===== src/rtl/owtr_pkg.sv =====
`default_nettype none

package owtr_pkg;

   // Width of the tick counter; an interval also ends once the counter reaches its all-ones value.
   localparam int COUNT_WIDTH = 20;
   localparam int WAIT_WIDTH  = 20;
   localparam int CMP_WIDTH   = ((COUNT_WIDTH > WAIT_WIDTH) ? COUNT_WIDTH : WAIT_WIDTH) + 1;

   localparam int INDEX_WIDTH = 3;
   localparam int DATA_WIDTH  = 20;

   // Register indexes on the configuration port.
   localparam logic [INDEX_WIDTH-1:0] REG_RESET_LOW     = 3'd0;
   localparam logic [INDEX_WIDTH-1:0] REG_RESET_RELEASE = 3'd1;
   localparam logic [INDEX_WIDTH-1:0] REG_SLOT          = 3'd2;
   localparam logic [INDEX_WIDTH-1:0] REG_WRITE_ZERO    = 3'd3;
   localparam logic [INDEX_WIDTH-1:0] REG_SHORT_LOW     = 3'd4;
   localparam logic [INDEX_WIDTH-1:0] REG_SAMPLE        = 3'd5;
   localparam logic [INDEX_WIDTH-1:0] REG_CONV_WAIT     = 3'd6;

   // Bus commands.
   localparam logic [7:0] CMD_SKIP_ROM        = 8'hCC;
   localparam logic [7:0] CMD_CONVERT         = 8'h44;
   localparam logic [7:0] CMD_READ_SCRATCHPAD = 8'hBE;

   typedef struct packed {
      logic [9:0]            reset_low_ticks;
      logic [9:0]            reset_release_ticks;
      logic [7:0]            slot_ticks;
      logic [7:0]            write_zero_low_ticks;
      logic [7:0]            short_low_ticks;
      logic [7:0]            sample_tick;
      logic [WAIT_WIDTH-1:0] conversion_wait_ticks;
   } owtr_cfg_type;

   typedef enum logic [4:0] {
      PH_RESET_LOW  = 5'b00001,
      PH_RESET_WAIT = 5'b00010,
      PH_WRITE      = 5'b00100,
      PH_CONV_WAIT  = 5'b01000,
      PH_READ       = 5'b10000
   } owtr_phase_type;

endpackage

`default_nettype wire


===== src/rtl/owtr_req_if.sv =====
`default_nettype none

interface owtr_req_if;
   logic valid;
   logic ready;
   logic bus_level;

   modport source (output valid, output bus_level, input ready);
   modport sink (input valid, input bus_level, output ready);
endinterface

`default_nettype wire


===== src/rtl/owtr_rsp_if.sv =====
`default_nettype none

interface owtr_rsp_if;
   logic        valid;
   logic        ready;
   logic        drive_low;
   logic        reading_valid;
   logic [15:0] raw_reading;
   logic [15:0] temperature_tenths;

   modport source (output valid, output drive_low, output reading_valid,
                   output raw_reading, output temperature_tenths, input ready);
   modport sink (input valid, input drive_low, input reading_valid,
                 input raw_reading, input temperature_tenths, output ready);
endinterface

`default_nettype wire


===== src/rtl/owtr_regs.sv =====
`default_nettype none

module owtr_regs
   import owtr_pkg::*;
(
   input  wire logic                   clock,
   input  wire logic                   reset,
   input  wire logic                   csr_write_en,
   input  wire logic [INDEX_WIDTH-1:0] csr_index,
   input  wire logic [DATA_WIDTH-1:0]  csr_data,
   output owtr_cfg_type                cfg
);

   owtr_cfg_type cfg_ff;
   owtr_cfg_type cfg_in;

   // Each write keeps only the low bits that fit the addressed register.
   always_comb begin
      cfg_in = cfg_ff;
      if (csr_write_en) begin
         case (csr_index)
            REG_RESET_LOW:     cfg_in.reset_low_ticks       = csr_data[9:0];
            REG_RESET_RELEASE: cfg_in.reset_release_ticks   = csr_data[9:0];
            REG_SLOT:          cfg_in.slot_ticks            = csr_data[7:0];
            REG_WRITE_ZERO:    cfg_in.write_zero_low_ticks  = csr_data[7:0];
            REG_SHORT_LOW:     cfg_in.short_low_ticks       = csr_data[7:0];
            REG_SAMPLE:        cfg_in.sample_tick           = csr_data[7:0];
            REG_CONV_WAIT:     cfg_in.conversion_wait_ticks = csr_data[WAIT_WIDTH-1:0];
            default:           cfg_in = cfg_ff;
         endcase
      end
   end

   always_ff @(posedge clock) begin
      if (reset) begin
         cfg_ff.reset_low_ticks       <= 10'd480;
         cfg_ff.reset_release_ticks   <= 10'd480;
         cfg_ff.slot_ticks            <= 8'd70;
         cfg_ff.write_zero_low_ticks  <= 8'd60;
         cfg_ff.short_low_ticks       <= 8'd6;
         cfg_ff.sample_tick           <= 8'd12;
         cfg_ff.conversion_wait_ticks <= WAIT_WIDTH'(750000);
      end else begin
         cfg_ff <= cfg_in;
      end
   end

   assign cfg = cfg_ff;

endmodule

`default_nettype wire


===== src/rtl/one_wire_thermometer_reader.sv =====
`default_nettype none

// Channel   Port         Direction  Beat contents
// --------  -----------  ---------  -----------------------------------------------
// request   req_bus      in         bus_level: sampled line level for one tick
// response  rsp_bus      out        drive_low, reading_valid, raw_reading, tenths
// config    csr_*        in         write enable, register index, write data
//
// Every request beat is one bus tick and yields exactly one response beat.
// The sequencer takes one beat per cycle; the response sits in one output
// register, so a beat is taken whenever that register is empty or being drained.
// The response is registered and valid in the cycle after its beat is accepted.
// Synchronous reset returns the sequencer to the reset pulse of a convert pass
// and loads the default timing registers.
// A stalled response blocks new request beats; no state advances without a beat.

module one_wire_thermometer_reader
   import owtr_pkg::*;
(
   input  wire logic                   clock,
   input  wire logic                   reset,
   owtr_req_if.sink                    req_bus,
   owtr_rsp_if.source                  rsp_bus,
   input  wire logic                   csr_write_en,
   input  wire logic [INDEX_WIDTH-1:0] csr_index,
   input  wire logic [DATA_WIDTH-1:0]  csr_data
);

   owtr_cfg_type cfg;

   owtr_regs u_regs (
      .clock        (clock),
      .reset        (reset),
      .csr_write_en (csr_write_en),
      .csr_index    (csr_index),
      .csr_data     (csr_data),
      .cfg          (cfg)
   );

   // Sequencer state.
   owtr_phase_type         phase_ff, phase_in;
   logic [COUNT_WIDTH-1:0] tick_count_ff, tick_count_in;
   logic [3:0]             bit_index_ff, bit_index_in;
   logic                   command_step_ff, command_step_in;
   logic [7:0]             send_shift_ff, send_shift_in;
   logic [15:0]            receive_shift_ff, receive_shift_in;
   logic [15:0]            last_raw_ff, last_raw_in;
   logic [15:0]            last_tenths_ff, last_tenths_in;
   logic                   read_pass_ff, read_pass_in;

   // Output register.
   logic        rsp_valid_ff, rsp_valid_in;
   logic        rsp_drive_ff;
   logic        rsp_reading_ff;
   logic [15:0] rsp_raw_ff;
   logic [15:0] rsp_tenths_ff;

   logic accept;
   assign req_bus.ready = !rsp_valid_ff || rsp_bus.ready;
   assign accept        = req_bus.valid && req_bus.ready;

   // Timing helpers shared by all phases.
   logic [CMP_WIDTH-1:0] tick_ext;
   logic [CMP_WIDTH-1:0] tick_plus;
   logic [CMP_WIDTH-1:0] interval_len;
   logic [7:0]           slot_len;
   logic [7:0]           write_low;
   logic [7:0]           sample_at;
   logic                 count_full;
   logic                 done;
   logic                 drive;
   logic                 reading_done;
   logic [3:0]           bit_next;
   logic [19:0]          times_ten;

   assign tick_ext   = CMP_WIDTH'(tick_count_ff);
   assign tick_plus  = tick_ext + CMP_WIDTH'(1);
   assign count_full = (tick_count_ff == {COUNT_WIDTH{1'b1}});
   assign slot_len   = (cfg.slot_ticks == 8'd0) ? 8'd1 : cfg.slot_ticks;
   assign write_low  = send_shift_ff[0] ? cfg.short_low_ticks : cfg.write_zero_low_ticks;
   // A sample point past the slot end is taken on the slot's last tick.
   assign sample_at  = (cfg.sample_tick < slot_len) ? cfg.sample_tick : slot_len - 8'd1;
   assign bit_next   = bit_index_ff + 4'd1;

   always_comb begin
      case (phase_ff)
         PH_RESET_LOW:  interval_len = CMP_WIDTH'(cfg.reset_low_ticks);
         PH_RESET_WAIT: interval_len = CMP_WIDTH'(cfg.reset_release_ticks);
         PH_CONV_WAIT:  interval_len = CMP_WIDTH'(cfg.conversion_wait_ticks);
         default:       interval_len = CMP_WIDTH'(slot_len);
      endcase
   end

   // A zero length ends on the first tick, as does a saturated counter.
   assign done = (tick_plus >= interval_len) || count_full;

   // Reading of sixteen bits scaled to tenths: (raw * 10 + 8) >> 4.
   assign times_ten = {1'b0, receive_shift_in, 3'b000} + {3'b000, receive_shift_in, 1'b0}
                      + 20'd8;

   always_comb begin
      phase_in         = phase_ff;
      bit_index_in     = bit_index_ff;
      command_step_in  = command_step_ff;
      send_shift_in    = send_shift_ff;
      receive_shift_in = receive_shift_ff;
      read_pass_in     = read_pass_ff;
      drive            = 1'b0;
      reading_done     = 1'b0;
      case (phase_ff)
         PH_RESET_LOW: begin
            drive = 1'b1;
            if (done) begin
               phase_in = PH_RESET_WAIT;
            end
         end
         PH_RESET_WAIT: begin
            if (done) begin
               phase_in        = PH_WRITE;
               command_step_in = 1'b0;
               bit_index_in    = 4'd0;
               send_shift_in   = CMD_SKIP_ROM;
            end
         end
         PH_WRITE: begin
            drive = (tick_ext < CMP_WIDTH'(write_low));
            if (done) begin
               send_shift_in = {1'b0, send_shift_ff[7:1]};
               bit_index_in  = bit_next;
               if (bit_next[3]) begin
                  bit_index_in = 4'd0;
                  if (!command_step_ff) begin
                     command_step_in = 1'b1;
                     send_shift_in   = read_pass_ff ? CMD_READ_SCRATCHPAD : CMD_CONVERT;
                  end else begin
                     command_step_in  = 1'b0;
                     receive_shift_in = 16'd0;
                     phase_in         = read_pass_ff ? PH_READ : PH_CONV_WAIT;
                  end
               end
            end
         end
         PH_CONV_WAIT: begin
            if (done) begin
               read_pass_in = 1'b1;
               phase_in     = PH_RESET_LOW;
            end
         end
         PH_READ: begin
            drive = (tick_ext < CMP_WIDTH'(cfg.short_low_ticks));
            if (tick_ext == CMP_WIDTH'(sample_at)) begin
               receive_shift_in = {req_bus.bus_level, receive_shift_ff[15:1]};
            end
            if (done) begin
               bit_index_in = bit_next;
               if (bit_next == 4'd0) begin
                  reading_done = 1'b1;
                  read_pass_in = 1'b0;
                  phase_in     = PH_RESET_LOW;
               end
            end
         end
         default: begin
            phase_in = PH_RESET_LOW;
         end
      endcase
   end

   // An unknown phase code also clears the counter, like the end of an interval.
   always_comb begin
      if (done || !((phase_ff == PH_RESET_LOW) || (phase_ff == PH_RESET_WAIT) ||
                    (phase_ff == PH_WRITE) || (phase_ff == PH_CONV_WAIT) ||
                    (phase_ff == PH_READ))) begin
         tick_count_in = '0;
      end else begin
         tick_count_in = tick_plus[COUNT_WIDTH-1:0];
      end
   end

   assign last_raw_in    = reading_done ? receive_shift_in : last_raw_ff;
   assign last_tenths_in = reading_done ? times_ten[19:4] : last_tenths_ff;

   always_comb begin
      rsp_valid_in = rsp_valid_ff;
      if (accept) begin
         rsp_valid_in = 1'b1;
      end else if (rsp_bus.ready) begin
         rsp_valid_in = 1'b0;
      end
   end

   always_ff @(posedge clock) begin
      if (reset) begin
         phase_ff         <= PH_RESET_LOW;
         tick_count_ff    <= '0;
         bit_index_ff     <= 4'd0;
         command_step_ff  <= 1'b0;
         send_shift_ff    <= 8'd0;
         receive_shift_ff <= 16'd0;
         last_raw_ff      <= 16'd0;
         last_tenths_ff   <= 16'd0;
         read_pass_ff     <= 1'b0;
         rsp_valid_ff     <= 1'b0;
      end else begin
         rsp_valid_ff <= rsp_valid_in;
         if (accept) begin
            phase_ff         <= phase_in;
            tick_count_ff    <= tick_count_in;
            bit_index_ff     <= bit_index_in;
            command_step_ff  <= command_step_in;
            send_shift_ff    <= send_shift_in;
            receive_shift_ff <= receive_shift_in;
            last_raw_ff      <= last_raw_in;
            last_tenths_ff   <= last_tenths_in;
            read_pass_ff     <= read_pass_in;
         end
      end
   end

   // The payload register loads on every accepted beat.
   always_ff @(posedge clock) begin
      if (accept) begin
         rsp_drive_ff   <= drive;
         rsp_reading_ff <= reading_done;
         rsp_raw_ff     <= last_raw_in;
         rsp_tenths_ff  <= last_tenths_in;
      end
   end

   assign rsp_bus.valid              = rsp_valid_ff;
   assign rsp_bus.drive_low          = rsp_drive_ff;
   assign rsp_bus.reading_valid      = rsp_reading_ff;
   assign rsp_bus.raw_reading        = rsp_raw_ff;
   assign rsp_bus.temperature_tenths = rsp_tenths_ff;

endmodule

`default_nettype wire


===== src/flat_wrapper.sv =====
// flat-port wrapper written by rule: the top's interface ports become plain ports
module one_wire_thermometer_reader_flat import owtr_pkg::*;
  (clock, reset, csr_write_en, csr_index, csr_data, req_bus_valid, req_bus_bus_level, req_bus_ready, rsp_bus_valid, rsp_bus_drive_low, rsp_bus_reading_valid, rsp_bus_raw_reading, rsp_bus_temperature_tenths, rsp_bus_ready);
  owtr_req_if req_bus_i ();
  owtr_rsp_if rsp_bus_i ();
  input  wire logic clock;
  input  wire logic reset;
  input  wire logic csr_write_en;
  input  wire logic [INDEX_WIDTH-1:0] csr_index;
  input  wire logic [DATA_WIDTH-1:0] csr_data;
  input wire logic [$bits(req_bus_i.valid)-1:0] req_bus_valid;
  input wire logic [$bits(req_bus_i.bus_level)-1:0] req_bus_bus_level;
  output wire logic [$bits(req_bus_i.ready)-1:0] req_bus_ready;
  output wire logic [$bits(rsp_bus_i.valid)-1:0] rsp_bus_valid;
  output wire logic [$bits(rsp_bus_i.drive_low)-1:0] rsp_bus_drive_low;
  output wire logic [$bits(rsp_bus_i.reading_valid)-1:0] rsp_bus_reading_valid;
  output wire logic [$bits(rsp_bus_i.raw_reading)-1:0] rsp_bus_raw_reading;
  output wire logic [$bits(rsp_bus_i.temperature_tenths)-1:0] rsp_bus_temperature_tenths;
  input wire logic [$bits(rsp_bus_i.ready)-1:0] rsp_bus_ready;
  assign req_bus_i.valid = req_bus_valid;
  assign req_bus_i.bus_level = req_bus_bus_level;
  assign req_bus_ready = req_bus_i.ready;
  assign rsp_bus_valid = rsp_bus_i.valid;
  assign rsp_bus_drive_low = rsp_bus_i.drive_low;
  assign rsp_bus_reading_valid = rsp_bus_i.reading_valid;
  assign rsp_bus_raw_reading = rsp_bus_i.raw_reading;
  assign rsp_bus_temperature_tenths = rsp_bus_i.temperature_tenths;
  assign rsp_bus_i.ready = rsp_bus_ready;
  one_wire_thermometer_reader u_core (.clock(clock), .reset(reset), .req_bus(req_bus_i), .rsp_bus(rsp_bus_i), .csr_write_en(csr_write_en), .csr_index(csr_index), .csr_data(csr_data));
endmodule

===== config.mk =====
export PLATFORM = sky130hd
export DESIGN_NAME = one_wire_thermometer_reader_flat
export DESIGN_NICKNAME = d
export VERILOG_FILES = /design/src/rtl/owtr_pkg.sv /design/src/rtl/owtr_req_if.sv /design/src/rtl/owtr_rsp_if.sv /design/src/rtl/owtr_regs.sv /design/src/rtl/one_wire_thermometer_reader.sv /design/src/flat_wrapper.sv
export SDC_FILE = /design/constraint.sdc
export NUM_CORES = 1
export LEC_CHECK = 0
export CAP_MARGIN = 20
export CORE_MARGIN = 3
export CORE_UTILIZATION = 55
export DETAILED_ROUTE_END_ITERATION = 6
export DONT_BUFFER_PORTS = 1
export PLACE_DENSITY = 0.71
export SYNTH_ARGS = -nofsm -noshare
export SYNTH_HDL_FRONTEND = slang
export SYNTH_SLANG_ARGS = --single-unit

===== constraint.sdc =====
create_clock -name clock -period 8.1 [get_ports clock]
set_input_delay 0.81 -clock clock [delete_from_list [all_inputs] [get_ports clock]]
set_output_delay 0.81 -clock clock [all_outputs]
set_load 0.005 [all_outputs]

Word-level counts from Yosys, hierarchy flattened
Cells that the tools add are included.
- flip-flop bits (word level): 194
- output and inout port bits: 36
- word-level logic and storage cells: 128
- input port bits: 29
- eq/ne operators: 21
- $add $sub $neg: 5
- muxes and demuxes: 48
- reductions and logical operators: 29
- $lt $le $gt $ge: 4
- operators by type and width (kind ; number):
    16-bit two-way mux ; 6
    8-bit two-way mux ; 8
    20-bit case mux with 3 select lines ; 1
    5-bit two-way mux ; 9
    20-bit by 8-bit less-than comparator with 1-bit output ; 2
    16-bit case mux with 2 select lines ; 1
    5-bit case mux with 5 select lines ; 1
    20-bit by 1-bit adder with 21-bit output (second input constant) ; 1
    21-bit by 20-bit greater-or-equal comparator with 1-bit output ; 1
    19-bit by 17-bit adder with 20-bit output ; 1
    20-bit by 4-bit adder with 20-bit output (second input constant) ; 1
    20-bit equality test (second input constant) ; 1
    20-bit by 8-bit equality test with 1-bit output ; 1
    20-bit two-way mux ; 1
    2-bit by 1-bit inequality test with 1-bit output (second input constant) ; 8
    8-bit case mux with 2 select lines ; 1
    5-bit AND reduction ; 3
    2-bit AND reduction ; 7
    1-bit two-way mux ; 12
    4-bit two-way mux ; 3
    4-bit case mux with 3 select lines ; 1
    3-bit equality test (second input constant) ; 3
    9-bit AND reduction ; 1
    8-bit zero test ; 1
    21 further kinds ; 32

Logic depth before layout (Yosys ltp)
Gate-level depths: netlist (run 1).
- word-level depth: 10
- gate-level depth with buffers: 35

Modules after synthesis
From an unflattened synthesis (run 1), not the netlist that was laid out.
- cells, all modules: 1135
- area, all modules: 10702.8 µm²
- modules (own cells, without submodules) (module ; times used ; area each (µm²) ; cells each):
    one_wire_thermometer_reader ; 1 ; 7792.5 ; 856
    owtr_regs ; 1 ; 2910.3 ; 279

Least setup slack after synthesis (run 1)
No wires, ideal clock.
- path kind: reg-to-reg
- start: register u_core.phase_ff[2]
- end: register u_core.rsp_tenths_ff[14] (netlist: u_core.rsp_bus.temperature_tenths[14]) (data pin)
- setup slack: 1051 ps
- arrival time: 6778 ps
- data required time: 7830 ps
- cell stages (with the launch flop): 35
- cell sequence: dfxtp_1 or3_1 nor3b_1 clkbuf_1 a22oi_1 nand2_1 o21ai_0 nand2_1 o21ai_0 ha_1 nor2b_1 o211ai_1 a21boi_0 o21a_1 o31ai_1 a21oi_2 and4_1 nor2_1 buf_6 a22oi_2 inv_1 ha_1 ha_1 inv_1 fa_1 nor2b_1 o31a_1 or4_1 a41o_1 a21o_1 a2111oi_0 or3_1 o21ai_0 xnor2_2 a21oi_1
- cells in the longest elaborated chain, start to end: 9
- elaborated cells between the ends (all ways): 15
- classes of those cells: add/sub (2); order compare (1); eq/ne (5); mux (6); reduce/logical (1)
- ends and longest elaborated chain (what ; line ; text):
    start: declaration ; one_wire_thermometer_reader.sv:41 ; owtr_phase_type phase_ff, phase_in;
    start signal: assignment ; one_wire_thermometer_reader.sv:207 ; phase_ff <= phase_in;
    5-bit by 4-bit equality test with 1-bit output, or another cell as far along ; one_wire_thermometer_reader.sv:86 ; case (phase_ff)
    20-bit case mux with 3 select lines ; one_wire_thermometer_reader.sv:86 ;
    21-bit by 20-bit greater-or-equal comparator with 1-bit output ; one_wire_thermometer_reader.sv:95 ; assign done = (tick_plus >= interval_len) || count_full;
    1-bit logical OR ; one_wire_thermometer_reader.sv:95 ;
    16-bit two-way mux ; one_wire_thermometer_reader.sv:127 ; if (done) begin
    16-bit case mux with 2 select lines * ; one_wire_thermometer_reader.sv:110 ; case (phase_ff)
    net u_core.receive_shift_in[3] ; one_wire_thermometer_reader.sv:46 ; logic [15:0] receive_shift_ff, receive_shift_in;
    19-bit by 17-bit adder with 20-bit output * ; one_wire_thermometer_reader.sv:98 ; assign times_ten = {1'b0, receive_shift_in, 3'b000} + {3'b000, receive_shift_in, 1'b0}
    20-bit by 4-bit adder with 20-bit output * ; one_wire_thermometer_reader.sv:99 ; + 20'd8;
    16-bit two-way mux * ; one_wire_thermometer_reader.sv:181 ; assign last_tenths_in = reading_done ? times_ten[19:4] : last_tenths_ff;
    net u_core.last_tenths_in[14] ; one_wire_thermometer_reader.sv:48 ; logic [15:0] last_tenths_ff, last_tenths_in;
    end signal: assignment ; one_wire_thermometer_reader.sv:226 ; rsp_tenths_ff <= last_tenths_in;
    end: declaration ; one_wire_thermometer_reader.sv:56 ; logic [15:0] rsp_tenths_ff;
The timed path passes the listed nets; every way through them passes the cells marked *.
A chain may end at the register's enable or synchronous reset.

Worst setup path in the final report (run 1)
Ends and elaborated chain as after synthesis.

==> summary.md, run 1 <==
| Metric | Value |
|---|---|
| Hold Buf Count CTS | 0 |
| All-Layer GR Usage | 24.6% |
| Clock latency at the later pin of the worst-skew pair | 0.44 ns |
| Gates resized, CTS repair | 0 |
| Largest net degree at the start of global routing | 115 |
| Final nets | 1,315 |
| Clock root buffer | clkbuf_16 |
| H-tree levels | 4 |
| Synth async-reset ratio | 0% |
| DPL Wire Length | 17.6 mm |
| Syn avg cell area | 8.43 sq um |
| Fmax | 134 MHz |
| Vias in the first global route | 8,062 |
| YS warnings | 0 |
| Initial antenna violation count | 0 |
| DRC Markers | 0 |
| Maximum clock path buffer count | 2 |
| Clock Skews | 0.00993 ns |
| CP max stage cell | or3_1 |
| Crit path kind | flop to flop |
| Setup_tns | 0 ns |
| Xor/xnor share of the synthesized area | 3.09% |
| HP Start | reset |
| I/O Buffers | 0 |
| Nature of the critical path startpoint | flop |
| Synth Register Bits | 194 |
| Layout fillers | 1,532 |
| Netlist cell types | 76 |
| Initial core utilization | 56.9% |
| Post-route core utilization | 61.3% |
| First-pass GRT wire length | 40.9 mm |
| ANT nets after route | 0 |
| EDFF count, synth | 34 |
| Worst endpoint data arrival time | 7.64 ns |
| Worst reg2reg path depth | 35 |
| Hold Path End | u_core.last_raw_ff[0]$_SDFFE_PP0P_ |
| Die ar. | 20,700 sq um |
| Syn Nets | 1,341 |
| Synth Flop Type | dfxtp_1 |
| Synth area leaders | dfxtp_1 31%, edfxtp_1 9.8%, ha_1 8.6%, nand2_1 8.3%, a21oi_1 5.5% |
| Yosys top cell by area | dfxtp_1 |
| Tmin final | 7.47 ns |
| Pwr dens | 181 nW/um^2 |
| Req. time, crit path | 8.27 ns |
| DR pass1 iterations | 5 |
| Area growth syn-to-layout | 7.58% |
| Max-slew violations | 0 |
| Global route overflow | 0 |
| Via count | 8,665 |
| Die span in x | 144 microns |
| Multi-input logic area | 5800 sq um |
| Die height | 144 microns |
| CP max FO | 16 |
| Max-Cap Viols | 0 |
| Via-to-Cell Ratio | 5.96 |
| Final Setup Violations | 0 |
| Core Region | 18,300 sq um |
| RSZ-0062 raised after global routing | false |
| Synth Area in Simple Gates | 21.5% |
| HP Class | primary input to flop |
| Worst slew margin | 48.1% |
| LEAKAGE | 4.49 nW |
| Layout cells sized above 1 | 7.83% |
| IO Count | 65 |
| Row Count | 49 |
| CTS tree | built |
| Mux cell area share after synthesis | 1.44% |
| Mapped Cells | 1,239 |
| DR WL/cell | 17.1 microns |
| Top-area cell type share of the netlist area | 30.7% |
| CTS Buf Count | 17 |
| Final period util | 92.3% |
| Slowest stage delay, CP | 0.45 ns |
| Worst R2R Start | u_core.phase_ff[2]$_SDFFE_PP0P_ |
| RR Endpoint | u_core.rsp_bus.temperature_tenths[14]$_DFFE_PP_ |
| Nature of the critical path endpoint | flop |
| N_diodes | 0 |
| RD Place Congestion | 0.889 |
| Commonest cells in the netlist | 232 x nand2_1, 160 x dfxtp_1, 114 x a21oi_1 |
| Worst Max-Slew Pin Slew | 0.776 ns |
| R2R Setup Slk | 0.63 ns |
| Post-CTS Setup Inserts | 0 |
| Synthesized area | 10,400 sq um |
| Adder-cell share of the synthesized area | 8.82% |
| Sequential area share after synthesis | 40.5% |
| Synth Area in Compound Gates | 20.4% |
| Register area | 4220 sq um |
| First DRT Iteration DRCs | 427 |
| Worst vdd ir | 229 uV |
| Hold path cells | 1 |
| Status | finished, final reports clean |
| Count leader, synth | nand2_1 |
| CTS clk-pin slew, worst paths | 0.08 ns |
| Drt total wl | 24.9 mm |
| Largest family of logic cells by synthesized area | simple AND/OR/NAND/NOR gates |
| Fin. Hold Viols | 0 |
| CTS Sinks | 194 |
layer usage:
metal / vias to the layer above / global-route usage [%] / wire length (microns)
met2: 238 / 41.1 / 11900
li1: 4349 / - / -
met5: - / 0 / 0
met1: 4035 / 32.6 / 11200
met4: 0 / 8.08 / 561
met3: 43 / 4.03 / 1230
power breakdown:
group	internal, W	total [W]	switching [W]
combinational	0.0000577	0.000150	0.0000919
sequential	0.00101	0.00103	0.0000215
clock	0.000449	0.000854	0.000405
layout make-up:
type	count	share of cell area [%]
Timing Repair Buffer	19	1.25
Inverter	45	1.50
Clock buffer	18	3.91
Multi-Input combinational cell	936	51.7
Tap cell	229	2.55
Clock inverter	14	1.49
Sequential cell	194	37.6
registers in the layout, summed over array words and instances (netlist names), 5 cells and up:
signal	cells
u_core.rsp_bus.raw_reading	16
u_core.rsp_bus.temperature_tenths	16
u_core.u_regs.cfg	72
u_core.tick_count_ff	20
u_core.last_tenths_ff	16
u_core.phase_ff	5
u_core.last_raw_ff	16
u_core.send_shift_ff	8
u_core.receive_shift_ff	16
per-stage QoR:
step                hold WS (ns)  worst slack (ns)  cells  area (sq um)  total power [W]
floorplan                  0.433              1.05   1239         10400          0.00117
global placement           0.436             0.647   1421         10600          0.00119
detailed placement         0.441             0.431   1422         10600          0.00120
CTS                        0.423             0.372   1454         11200          0.00204
global route               0.420            0.0565   1455         11200          0.00211
finish                     0.442             0.627   1455         11200          0.00203
cell families after synthesis:
group                      count (synthesis)
and+or+nand+nor                          494
AOI/OAI and AO/OA                        318
DFF                                      194
buffers and inverters                    109
adders and majority gates                 73
xor gates and xnor gates                  36
muxes                                     15
worst max-delay path, delay by kind of cell (launching register included):
family / cells / cell delay (ns)
AO/OA/AOI/OAI: 13 / 2.47
XOR/XNOR: 1 / 0.19
adder cells (fa/ha/maj): 4 / 0.97
buffers and inverters: 5 / 0.79
flip-flops: 1 / 0.35
AND/OR/NAND/NOR: 12 / 2.42
worst max path at each step:
stage | startpoint | slack [ns] | endpoint | cells past startpoint
detailed placement | u_core.phase_ff[2]$_SDFFE_PP0P_ | 0.43 | u_core.rsp_bus.temperature_tenths[14]$_DFFE_PP_ | 33
global placement | u_core.phase_ff[2]$_SDFFE_PP0P_ | 0.65 | u_core.rsp_bus.temperature_tenths[14]$_DFFE_PP_ | 32
global route | u_core.phase_ff[2]$_SDFFE_PP0P_ | 0.06 | u_core.rsp_bus.temperature_tenths[14]$_DFFE_PP_ | 32
CTS | u_core.phase_ff[2]$_SDFFE_PP0P_ | 0.37 | u_core.rsp_bus.temperature_tenths[14]$_DFFE_PP_ | 32
finish | u_core.phase_ff[2]$_SDFFE_PP0P_ | 0.63 | u_core.rsp_bus.temperature_tenths[14]$_DFFE_PP_ | 35
floorplan | u_core.phase_ff[2]$_SDFFE_PP0P_ | 1.05 | u_core.rsp_bus.temperature_tenths[14]$_DFFE_PP_ | 34
layout by cell type, fill, tap and decap left out, drive strengths merged, types with 4 or more instances in the layout:
cell type,synthesis,layout
nor2b,19,19
dfxtp,160,160
a21o,11,11
nand2b,13,13
nor3,13,13
nor2,103,103
xor2,13,13
or3,8,8
nor3b,4,4
mux2i,15,15
and3,8,8
nor4,8,8
a211oi,20,20
nand3,49,49
clkbuf,53,19
o211ai,6,6
inv,45,51
o21a,7,7
o31ai,6,6
a21oi,115,115
ha,72,72
nand2,232,232
edfxtp,34,34
nand3b,6,6
nand4,8,8
buf,11,18
a32o,5,5
a2111oi,6,6
or2,5,5
a221oi,6,6
xnor2,23,23
o21ai,68,68
clkinv,0,5
o21bai,4,4
and2,5,5
a22oi,41,41
Note: power is estimated with default switching activity, not from simulation.
==> run 2: changes to the inputs <==
Settings changed: CELL_PAD_IN_SITES_DETAIL_PLACEMENT from default to 0, CELL_PAD_IN_SITES_GLOBAL_PLACEMENT from default to 1, CORE_UTILIZATION 55 to 49, PLACE_DENSITY 0.71 to 0.81, REMOVE_ABC_BUFFERS from default to 1.
==> summary.md, run 2 (synthesized netlist as in run 1, its figures left out) <==
| Metric | Value |
|---|---|
| DR pass1 iterations | 5 |
| Die height | 152 microns |
| CTS clk-pin slew, worst paths | 0.08 ns |
| DRC Markers | 0 |
| H-tree levels | 4 |
| Fin. Hold Viols | 0 |
| Area growth syn-to-layout | 7.66% |
| Core Region | 20,600 sq um |
| Met2 Use GR | 32.3% |
| Final period util | 91.1% |
| Worst vdd ir | 126 uV |
| Layout cells sized above 1 | 7.76% |
| Sequential share of power | 51.2% |
| Busiest grt layer | met1 |
| Worst slew margin | 31.3% |
| Global route overflow | 0 |
| Drt total wl | 25.9 mm |
| Pwr dens | 179 nW/um^2 |
| First-pass GRT wire length | 42.2 mm |
| Commonest non-fill, non-tap cell in the layout | nand2_1 |
| All-Layer GR Usage | 22.2% |
| Fmax | 136 MHz |
| Largest net degree at the start of global routing | 115 |
| Finished Cell Area | 11,200 sq um |
| Vias in the first global route | 7,794 |
| Clock latency at the later pin of the worst-skew pair | 0.44 ns |
| Nature of the critical path endpoint | flop |
| RD Place Congestion | 0.873 |
| LEAKAGE | 4.47 nW |
| Layout fillers | 1,934 |
| Final nets | 1,313 |
| Via count | 8,547 |
| Combinational power share | 7.4% |
| Die span in x | 152 microns |
| Cell Int Power | 0.00148 W |
| Max FFs per register | 72 |
| Most frequent cells in the layout | 231 x nand2_1, 160 x dfxtp_1, 114 x a21oi_1 |
| Status | finished, final reports clean |
| Worst endpoint data arrival time | 7.55 ns |
| Req. time, crit path | 8.27 ns |
| Via-to-Cell Ratio | 5.72 |
| CP max stage cell | or3_1 |
| Grt met1 use | 34.0% |
| Maximum clock path buffer count | 2 |
| RSZ-0062 raised after global routing | false |
| HP Class | primary input to flop |
| Clock power frac | 41.4% |
| Final Worst Setup Slack | 0.723 ns |
| I/O Buffers | 0 |
| Worst Max-Slew Pin Slew | 1.02 ns |
| Nature of the critical path startpoint | flop |
| N_diodes | 0 |
| Crit path kind | flop to flop |
| Clock root buffer | clkbuf_16 |
| IO Count | 65 |
| Final Setup Violations | 0 |
| First DRT Iteration DRCs | 804 |
| DR WL/cell | 17.3 microns |
| Hold Buf Count CTS | 0 |
| Clock Skews | 0.0162 ns |
| Switching Fraction | 26.1% |
| Max-Cap Viols | 0 |
| Pre-CTS setup slack | 0.665 ns |
| Post-CTS Setup Inserts | 0 |
| CTS Buf Count | 17 |
| Setup_tns | 0 ns |
| Met3 Track Usage GR | 4.04% |
| CP max FO | 16 |
| Post-Place Cell Area | 10,600 sq um |
| Tmin final | 7.38 ns |
| Initial core utilization | 50.8% |
| Net Switching | 0.000525 W |
| Die ar. | 23,100 sq um |
| Max-slew violations | 0 |
| Initial antenna violation count | 0 |
| Row Count | 52 |
| Slowest stage delay, CP | 0.43 ns |
| CTS tree | built |
| CTS Sinks | 194 |
| DPL Wire Length | 18.1 mm |
| ANT nets after route | 0 |
-- run 2: layout make-up --
class | count | area (sq um) | share of cell area [%]
multi-input combinational | 936 | 5810 | 51.7
inverter | 45 | 169 | 1.50
clock inverter | 13 | 131 | 1.17
timing repair buffer | 17 | 128 | 1.14
tap | 270 | 338 | 3.01
sequential | 194 | 4220 | 37.6
clock buffer | 19 | 443 | 3.94
-- run 2: metal layers --
metal	part of all wire, %	up-vias
met4	0.91	0
met3	5.9	17
met2	42	228
met5	0	-
met1	51	3967
li1	-	4335
-- run 2: power groups by stage --
stage	registers, W	clock network [W]	logic, W
after CTS	0.00103	0.000846	0.000150
final	0.00103	0.000832	0.000149
after global placement	0.00105	0	0.000146
after global routing	0.00103	0.000882	0.000171
after detailed placement	0.00105	0	0.000148
after floorplan	0.00104	0	0.000112
-- run 2: repair_timing --
action	CTS	global route
hold endpoints to repair	0	0
endpoints found under the setup margin	0	1
gates resized for setup	0	3
-- run 2: worst max-delay path, delay by kind of cell (launching register included) --
kind / cells / cell delay [ns]
DFF: 1 / 0.35
and+or+nand+nor: 12 / 2.46
xor gates and xnor gates: 1 / 0.19
adders and majority gates: 4 / 0.97
AOI/OAI and AO/OA: 12 / 2.35
buffers and inverters: 5 / 0.77
-- run 2: path summary, 6_finish.rpt --
check	startpoint	end	slack (ns)	cells past startpoint
min	reset	u_core.last_raw_ff[0]$_SDFFE_PP0P_	0.43	1
max reg2reg	u_core.phase_ff[2]$_SDFFE_PP0P_	u_core.rsp_bus.temperature_tenths[14]$_DFFE_PP_	0.72	34
max	u_core.phase_ff[2]$_SDFFE_PP0P_	u_core.rsp_bus.temperature_tenths[14]$_DFFE_PP_	0.72	34
min reg2reg	u_core.last_tenths_ff[3]$_SDFFE_PP0P_	u_core.last_tenths_ff[3]$_SDFFE_PP0P_	0.45	2
-- run 2: metrics by stage --
step                instances  util (%)  hold slack, ns  power [W]
finish                   1494      54.7           0.433    0.00201
global route             1494      54.7           0.410    0.00208
CTS                      1494      54.6           0.425    0.00202
detailed placement       1462      51.8           0.441    0.00120
global placement         1462      51.8           0.438    0.00120
floorplan                1175         -           0.427    0.00115
